==> src/rtl/tama_pkg.sv <==
// Shared constants and types for the three-axis moving average.
package tama_pkg;

   localparam int SAMPLE_W = 13;
   localparam int AXES     = 3;
   localparam int WINDOW   = 8;
   // The mean is taken by an arithmetic shift, so the window must be a power of two.
   localparam int SHIFT    = $clog2(WINDOW);
   localparam int POS_W    = $clog2(WINDOW);
   localparam int SUM_W    = SAMPLE_W + SHIFT;
   localparam int SET_W    = AXES * SAMPLE_W;
   localparam int DATA_W   = ((SET_W + 7) / 8) * 8;

   typedef logic signed [SAMPLE_W-1:0] sample_type;
   typedef logic [POS_W-1:0]           pos_type;
   typedef logic signed [SUM_W-1:0]    sum_type;

   typedef struct packed {
      sample_type y;
      sample_type z;
      sample_type x;
   } axes_type;

   typedef struct packed {
      logic read;
      logic write;
   } ring_ctrl_type;

endpackage

==> src/rtl/tama_ram.sv <==
// Generic single-write, single-read RAM with a registered read port.
module tama_ram #(
   parameter int WIDTH = 8,
   parameter int DEPTH = 8
) (
   input  logic                     clock,
   input  logic                     wr_en,
   input  logic [$clog2(DEPTH)-1:0] wr_addr,
   input  logic [WIDTH-1:0]         wr_data,
   input  logic                     rd_en,
   input  logic [$clog2(DEPTH)-1:0] rd_addr,
   output logic [WIDTH-1:0]         rd_data
);

   logic [WIDTH-1:0] mem_ff [DEPTH];
   logic [WIDTH-1:0] rd_data_ff;

   always_ff @(posedge clock) begin
      if (wr_en) begin
         mem_ff[wr_addr] <= wr_data;
      end
      if (rd_en) begin
         rd_data_ff <= mem_ff[rd_addr];
      end
   end

   assign rd_data = rd_data_ff;

endmodule

==> src/rtl/tama_ring.sv <==
// Sample ring: RAM, per-entry valid bits and the shared ring position.
module tama_ring
   import tama_pkg::*;
(
   input  logic          clock,
   input  logic          reset,
   input  ring_ctrl_type ctrl,
   input  axes_type      wr_set,
   output axes_type      old_set
);

   pos_type           pos_ff, pos_in;
   pos_type           wr_pos_ff;
   logic [WINDOW-1:0] valid_ff, valid_in;
   logic              old_valid_ff;
   logic [SET_W-1:0]  rd_data;

   tama_ram #(
      .WIDTH(SET_W),
      .DEPTH(WINDOW)
   ) u_ram (
      .clock  (clock),
      .wr_en  (ctrl.write),
      .wr_addr(wr_pos_ff),
      .wr_data(wr_set),
      .rd_en  (ctrl.read),
      .rd_addr(pos_ff),
      .rd_data(rd_data)
   );

   always_comb begin
      pos_in   = pos_ff;
      valid_in = valid_ff;
      if (ctrl.read) begin
         pos_in = (pos_ff == POS_W'(WINDOW - 1)) ? '0 : pos_ff + 1'b1;
      end
      if (ctrl.write) begin
         valid_in[wr_pos_ff] = 1'b1;
      end
   end

   always_ff @(posedge clock) begin
      if (reset) begin
         pos_ff   <= '0;
         valid_ff <= '0;
      end else begin
         pos_ff   <= pos_in;
         valid_ff <= valid_in;
      end
   end

   // The write address follows the read of the same item by one stage.
   always_ff @(posedge clock) begin
      if (ctrl.read) begin
         wr_pos_ff    <= pos_ff;
         old_valid_ff <= valid_ff[pos_ff];
      end
   end

   // An entry never written since reset reads as zero.
   assign old_set = old_valid_ff ? axes_type'(rd_data) : '0;

endmodule

==> src/rtl/tama_accum.sv <==
// Running window sums per axis and the registered averages.
module tama_accum
   import tama_pkg::*;
(
   input  logic     clock,
   input  logic     reset,
   input  logic     step,
   input  axes_type new_set,
   input  axes_type old_set,
   output axes_type avg_set
);

   sum_type  sum_x_ff, sum_y_ff, sum_z_ff;
   sum_type  sum_x_in, sum_y_in, sum_z_in;
   sum_type  shr_x, shr_y, shr_z;
   axes_type avg_ff;

   always_comb begin
      sum_x_in = sum_x_ff + SUM_W'(new_set.x) - SUM_W'(old_set.x);
      sum_y_in = sum_y_ff + SUM_W'(new_set.y) - SUM_W'(old_set.y);
      sum_z_in = sum_z_ff + SUM_W'(new_set.z) - SUM_W'(old_set.z);
      shr_x    = sum_x_in >>> SHIFT;
      shr_y    = sum_y_in >>> SHIFT;
      shr_z    = sum_z_in >>> SHIFT;
   end

   always_ff @(posedge clock) begin
      if (reset) begin
         sum_x_ff <= '0;
         sum_y_ff <= '0;
         sum_z_ff <= '0;
      end else if (step) begin
         sum_x_ff <= sum_x_in;
         sum_y_ff <= sum_y_in;
         sum_z_ff <= sum_z_in;
      end
   end

   always_ff @(posedge clock) begin
      if (step) begin
         avg_ff.x <= shr_x[SAMPLE_W-1:0];
         avg_ff.y <= shr_y[SAMPLE_W-1:0];
         avg_ff.z <= shr_z[SAMPLE_W-1:0];
      end
   end

   assign avg_set = avg_ff;

endmodule

==> src/rtl/three_axis_moving_average.sv <==
// Top level of the three-axis eight-sample moving average.
//
// One transfer on the req_ channel carries a sample set of three signed
// 13-bit readings in sensor register order X, Z, Y. One transfer on the
// rsp_ channel returns the floor mean of the last eight readings of each
// axis, in the order X, Y, Z. Every request yields exactly one response.
//
// The readings live in a small ring RAM, one word per position holding all
// three axes. Each request reads the entry it is about to replace; the old
// entry then comes out of the RAM's read register, and when the set leaves
// the read stage the new set is written in its place and the running sums
// are corrected by the difference. A request passes the read stage register
// and then the response register before rsp_tvalid rises. While the
// receiver keeps rsp_tready high, a new request is taken every cycle; the
// rate is set by the single RAM read and write per item, which never touch
// the same entry at once.
// Reset clears the ring position, the running sums and the per-entry valid
// bits, so unwritten entries count as zero and the first seven results mix
// in zeros. When the receiver stalls, the response register holds, one
// more request can sit in the RAM read stage, and req_tready then drops.
module three_axis_moving_average
   import tama_pkg::*;
(
   input  logic              clock,
   input  logic              reset,
   input  logic              req_tvalid,
   output logic              req_tready,
   // x_raw [12:0], z_raw [25:13], y_raw [38:26], zero [39]
   input  logic [DATA_W-1:0] req_tdata,
   output logic              rsp_tvalid,
   input  logic              rsp_tready,
   // avg_x [12:0], avg_y [25:13], avg_z [38:26], zero [39]
   output logic [DATA_W-1:0] rsp_tdata
);

   logic          s1_valid_ff, s1_valid_in;
   logic          out_valid_ff, out_valid_in;
   logic          accept;
   logic          advance;
   axes_type      req_set;
   axes_type      s1_set_ff;
   axes_type      old_set;
   axes_type      avg_set;
   ring_ctrl_type ring_ctrl;

   // The wire order of the request is X, Z, Y; the internal set is by axis.
   assign req_set.x = req_tdata[SAMPLE_W-1:0];
   assign req_set.z = req_tdata[2*SAMPLE_W-1:SAMPLE_W];
   assign req_set.y = req_tdata[3*SAMPLE_W-1:2*SAMPLE_W];

   // The read stage moves on whenever the response register is free or drains.
   assign advance    = s1_valid_ff && (!out_valid_ff || rsp_tready);
   assign req_tready = !s1_valid_ff || advance;
   assign accept     = req_tvalid && req_tready;

   assign ring_ctrl.read  = accept;
   assign ring_ctrl.write = advance;

   always_comb begin
      s1_valid_in  = accept ? 1'b1 : (advance ? 1'b0 : s1_valid_ff);
      out_valid_in = advance ? 1'b1 : ((rsp_tready) ? 1'b0 : out_valid_ff);
   end

   always_ff @(posedge clock) begin
      if (reset) begin
         s1_valid_ff  <= 1'b0;
         out_valid_ff <= 1'b0;
      end else begin
         s1_valid_ff  <= s1_valid_in;
         out_valid_ff <= out_valid_in;
      end
   end

   always_ff @(posedge clock) begin
      if (accept) begin
         s1_set_ff <= req_set;
      end
   end

   tama_ring u_ring (
      .clock  (clock),
      .reset  (reset),
      .ctrl   (ring_ctrl),
      .wr_set (s1_set_ff),
      .old_set(old_set)
   );

   tama_accum u_accum (
      .clock  (clock),
      .reset  (reset),
      .step   (advance),
      .new_set(s1_set_ff),
      .old_set(old_set),
      .avg_set(avg_set)
   );

   assign rsp_tvalid = out_valid_ff;
   assign rsp_tdata  = {{(DATA_W - SET_W){1'b0}}, avg_set.z, avg_set.y, avg_set.x};

   // An accepted request always occupies the read stage in the next cycle.
   a_accept_fills_stage: assert property (@(posedge clock) disable iff (reset)
      accept |=> s1_valid_ff)
      else $error("accepted request did not enter the read stage");

   // A set leaving the read stage always produces a response.
   a_advance_gives_rsp: assert property (@(posedge clock) disable iff (reset)
      advance |=> rsp_tvalid)
      else $error("read stage advanced without a response");

   // A blocked read stage keeps its set and its valid flag.
   a_stage_holds: assert property (@(posedge clock) disable iff (reset)
      (s1_valid_ff && !advance) |=> (s1_valid_ff && $stable(s1_set_ff)))
      else $error("stalled read stage lost its contents");

endmodule
==> config.mk <==
export PLATFORM = sky130hd
export DESIGN_NAME = three_axis_moving_average
export DESIGN_NICKNAME = d
export VERILOG_FILES = /design/src/rtl/tama_pkg.sv /design/src/rtl/tama_ram.sv /design/src/rtl/tama_ring.sv /design/src/rtl/tama_accum.sv /design/src/rtl/three_axis_moving_average.sv
export SDC_FILE = /design/constraint.sdc
export NUM_CORES = 1
export LEC_CHECK = 0
export BUFFER_PORTS_ARGS = -buffer_cell sky130_fd_sc_hd__clkbuf_2
export CAP_MARGIN = 20
export CORE_ASPECT_RATIO = 1.25
export CORE_MARGIN = 5
export CORE_UTILIZATION = 60
export CTS_CLUSTER_SIZE = 20
export DETAILED_ROUTE_END_ITERATION = 12
export GPL_ROUTABILITY_DRIVEN = 1
export PLACE_DENSITY_LB_ADDON = 0.25
export SLEW_MARGIN = 40
export SYNTH_ARGS = -nofsm -noshare
export SYNTH_HDL_FRONTEND = slang
export SYNTH_SLANG_ARGS = --single-unit
export TNS_END_PERCENT = 10
==> constraint.sdc <==
create_clock -name clock -period 8.2 [get_ports clock]
set_input_delay 1.64 -clock clock [delete_from_list [all_inputs] [get_ports clock]]
set_output_delay 1.64 -clock clock [all_outputs]
set_load 0.03 [all_outputs]
==> run summary <==
post-synthesis mux area share -> 10.55%
Routed WL -> 42.58 mm
final core occ -> 68.04%
Async SR Flop Fraction -> 0%
area grow syn2layout -> 11.68%
Num CTS Buffers -> 47
max_cap viols -> 0
Critical Path RT -> 8.63 ns
status -> finished, final reports clean
relative slew slack -> 46.24%
Final Hold Viols -> 0
Pwr Density -> 262.6 nW/um^2
CTS clk-pin slew, worst paths -> 0.06 ns
I/O Pins -> 86
synthesized area -> 21660 sq um
Critical Path AT -> 4.72 ns
clk_skew -> 0.01511 ns
Final min period -> 4.299 ns
Critical R2R Launch -> u_ring.old_valid_ff$_DFFE_PP_
crit path to -> u_ring.valid_ff[5]$_SDFFE_PP0P_
Non-Filler Instances -> 2022
Overflow after GRT -> 0
Synth Instances -> 1403
Yosys reg bits -> 494
site row count -> 77
CTS tree -> built
crit path max fanout -> 69
pin slew with the least headroom to its limit -> 0.8063 ns
clock sinks -> 494
HPWL Detailed -> 25.53 mm
Critical R2R Capture -> u_accum.sum_z_ff[12]$_SDFFE_PP0P_
cts hold-fix bufs -> 0
Die H -> 222.4 microns
worst hold margin -> 0.4551 ns
n_diodes -> 0
Initial DRT Pass Iterations -> 5
clock tree root buffer cell -> clkbuf_16
Layout Nets -> 1654
Final setup violation count -> 0
placed insts -> 1937
post-CTS setup buffer count -> 0
Final Max Slew Viols -> 0
static leakage -> 0.008826 uW
number of global-route vias before repair -> 11960
initial antenna violation count -> 0
area leader, netlist -> edfxtp_1
Setup Slack @ Placement -> 3.019 ns
type of the worst setup path -> input pin to register
Reg2Reg Depth -> 15
Buffers on Ports -> 83
first-pass GRT wire length -> 67.14 mm
share of cells above drive strength 1 -> 20.99%
via-per-instance ratio -> 5.797
share of the synthesized area in the top cell type -> 60.03%
crit path launch -> rsp_tready
synthesized-area fraction occupied by adder cells -> 7.221%
drt drc -> 0
Compound-Gate Fraction of Synth Area -> 4.858%
Die Area -> 40020 sq um
GRT Total Usage -> 21.40%
via count -> 11720
core area -> 35550 sq um
gpl congestion -> 0.8378
# fillers -> 2335
Min-Delay Startpoint -> u_accum.sum_z_ff[0]$_SDFFE_PP0P_
Synth Area in Simple Gates -> 6.170%
Die X -> 179.9 microns
Post-synth top cells -> 433 x edfxtp_1, 186 x inv_1, 80 x mux4_2
worst skew pair latency -> 0.57 ns
DR iter-0 viols -> 825
Syn Nets -> 1545
ranking of synthesized cells by area -> edfxtp_1 60%, mux4_2 8.3%, dfxtp_1 5.6%, fa_1 4.2%, inv_1 3.2%
Hold Path Stages -> 2
EDFF count, synth -> 433
RSZ-0062 raised after global routing -> false
post-synthesis sequential area ratio -> 65.67%
H-tree levels -> 2
Tcrit/Tclk final -> 52.42%
post-CTS sizing -> 0
Yosys cell types -> 72
R2R setup slack -> 4.26 ns
post-synthesis area per instance -> 15.44 sq um
Setup crit start kind -> input pin
endpoint class of the critical path -> register
main flop type after synthesis -> edfxtp_1
Synth Area in XOR/XNOR -> 1.254%
VDD IR max -> 0.2304 mV
most numerous cell in the Yosys netlist -> edfxtp_1
Max Buffers Root-to-Sink -> 3
hold crit path type -> register to register
Final ANT Viol Nets -> 0
setup slack after layout -> 3.901 ns
WL/cell -> 21.06 microns
initial core utilization -> 60.92%
largest net degree at the start of global routing -> 70
setup_tns -> 0 ns
largest family of logic cells by synthesized area -> multiplexers
Max Fclk -> 232.6 MHz
Synth Warn # -> 0
==> state kept, by name, indices dropped and copies added (netlist names) <==
| signal | count |
|---|---|
| u_ring.old_valid_ff | 1 |
| s1_set_ff | 39 |
| u_accum.sum_y_ff | 16 |
| u_accum.sum_z_ff | 16 |
| rsp_tvalid | 1 |
| u_ring.u_ram.mem_ff | 312 |
| u_accum.avg_set | 39 |
| u_ring.pos_ff | 3 |
| s1_valid_ff | 1 |
| u_ring.wr_pos_ff | 3 |
| u_ring.u_ram.rd_data | 39 |
| u_accum.sum_x_ff | 16 |
| u_ring.valid_ff | 8 |
==> metrics by stage <==
stage | cell area, sq um | power [uW]
finish | 24190 | 6352
global route | 24190 | 6651
CTS | 24180 | 6392
detailed placement | 22700 | 4314
global placement | 22680 | 4281
floorplan | 21660 | 3998
==> cell type report <==
class / instances / area (sq um) / area share [%]
Timing Repair Buffer: 107 / 610.6 / 2.524
Clock buffer: 58 / 1249 / 5.163
Inverter: 187 / 705.7 / 2.918
Multi-Input combinational cell: 675 / 6564 / 27.14
Clock inverter: 27 / 232.7 / 0.9622
Tap cell: 474 / 593.1 / 2.452
Sequential cell: 494 / 14230 / 58.84
==> routing by layer <==
| metal | up-vias | track usage (%) | wire length (microns) | part of all wire [%] |
|---|---|---|---|---|
| met5 | - | 0 | 0 | 0 |
| met4 | 0 | 4.844 | 754 | 1.8 |
| met3 | 67 | 3.255 | 2287 | 5.4 |
| met2 | 363 | 36.79 | 21690 | 51 |
| met1 | 5969 | 29.42 | 17850 | 42 |
| li1 | 5322 | - | - | - |
==> logic make-up after synthesis <==
| group | count (synthesis) |
|---|---|
| DFF | 494 |
| and+or+nand+nor | 267 |
| buffers and inverters | 234 |
| AOI/OAI and AO/OA | 155 |
| muxes | 123 |
| adders and majority gates | 98 |
| xor gates and xnor gates | 31 |
| other | 1 |
==> where the power goes <==
group	internal (uW)	total (uW)	switching [uW]
sequential	2930	3010	84.1
clock	1180	2080	903
combinational	503	1260	754
==> worst max-delay path: stages <==
cell and delay, ns:
clkbuf_2 0.08, nor2b_1 0.23, nand2b_2 0.18, buf_6 0.50
clkinv_2 0.74, nand2_1 0.55, nor2_4 0.24, buf_4 0.32
nor2_1 0.14, nor2_1 0.05
==> worst min path at each step <==
stage,end,slack (ns)
floorplan,u_ring.wr_pos_ff[1]$_DFFE_PP_,0.43
global placement,u_ring.valid_ff[6]$_SDFFE_PP0P_,0.44
detailed placement,u_accum.sum_z_ff[0]$_SDFFE_PP0P_,0.45
CTS,u_accum.sum_z_ff[0]$_SDFFE_PP0P_,0.46
global route,u_accum.sum_z_ff[9]$_SDFFE_PP0P_,0.47
finish,u_accum.sum_z_ff[0]$_SDFFE_PP0P_,0.46
==> cell usage in the layout, fill, tap and decap left out, types with 9 or more instances in the layout <==
master	synthesis	layout
a21oi_1	54	54
clkbuf_16	0	48
clkbuf_2	0	83
mux2_2	40	40
clkinv_2	0	12
clkbuf_1	34	9
edfxtp_1	433	433
fa_1	45	45
nor2_1	60	57
and2_1	40	40
o21ai_0	12	12
inv_1	186	184
ha_1	53	53
buf_4	1	21
a21o_1	18	18
o21a_1	11	11
xnor2_1	24	24
mux4_2	80	80
dfxtp_1	61	58
nand2_1	74	74
nand3_1	17	17
nor3_1	20	16
nor2b_1	14	14
Note: power is estimated with default switching activity, not from simulation.
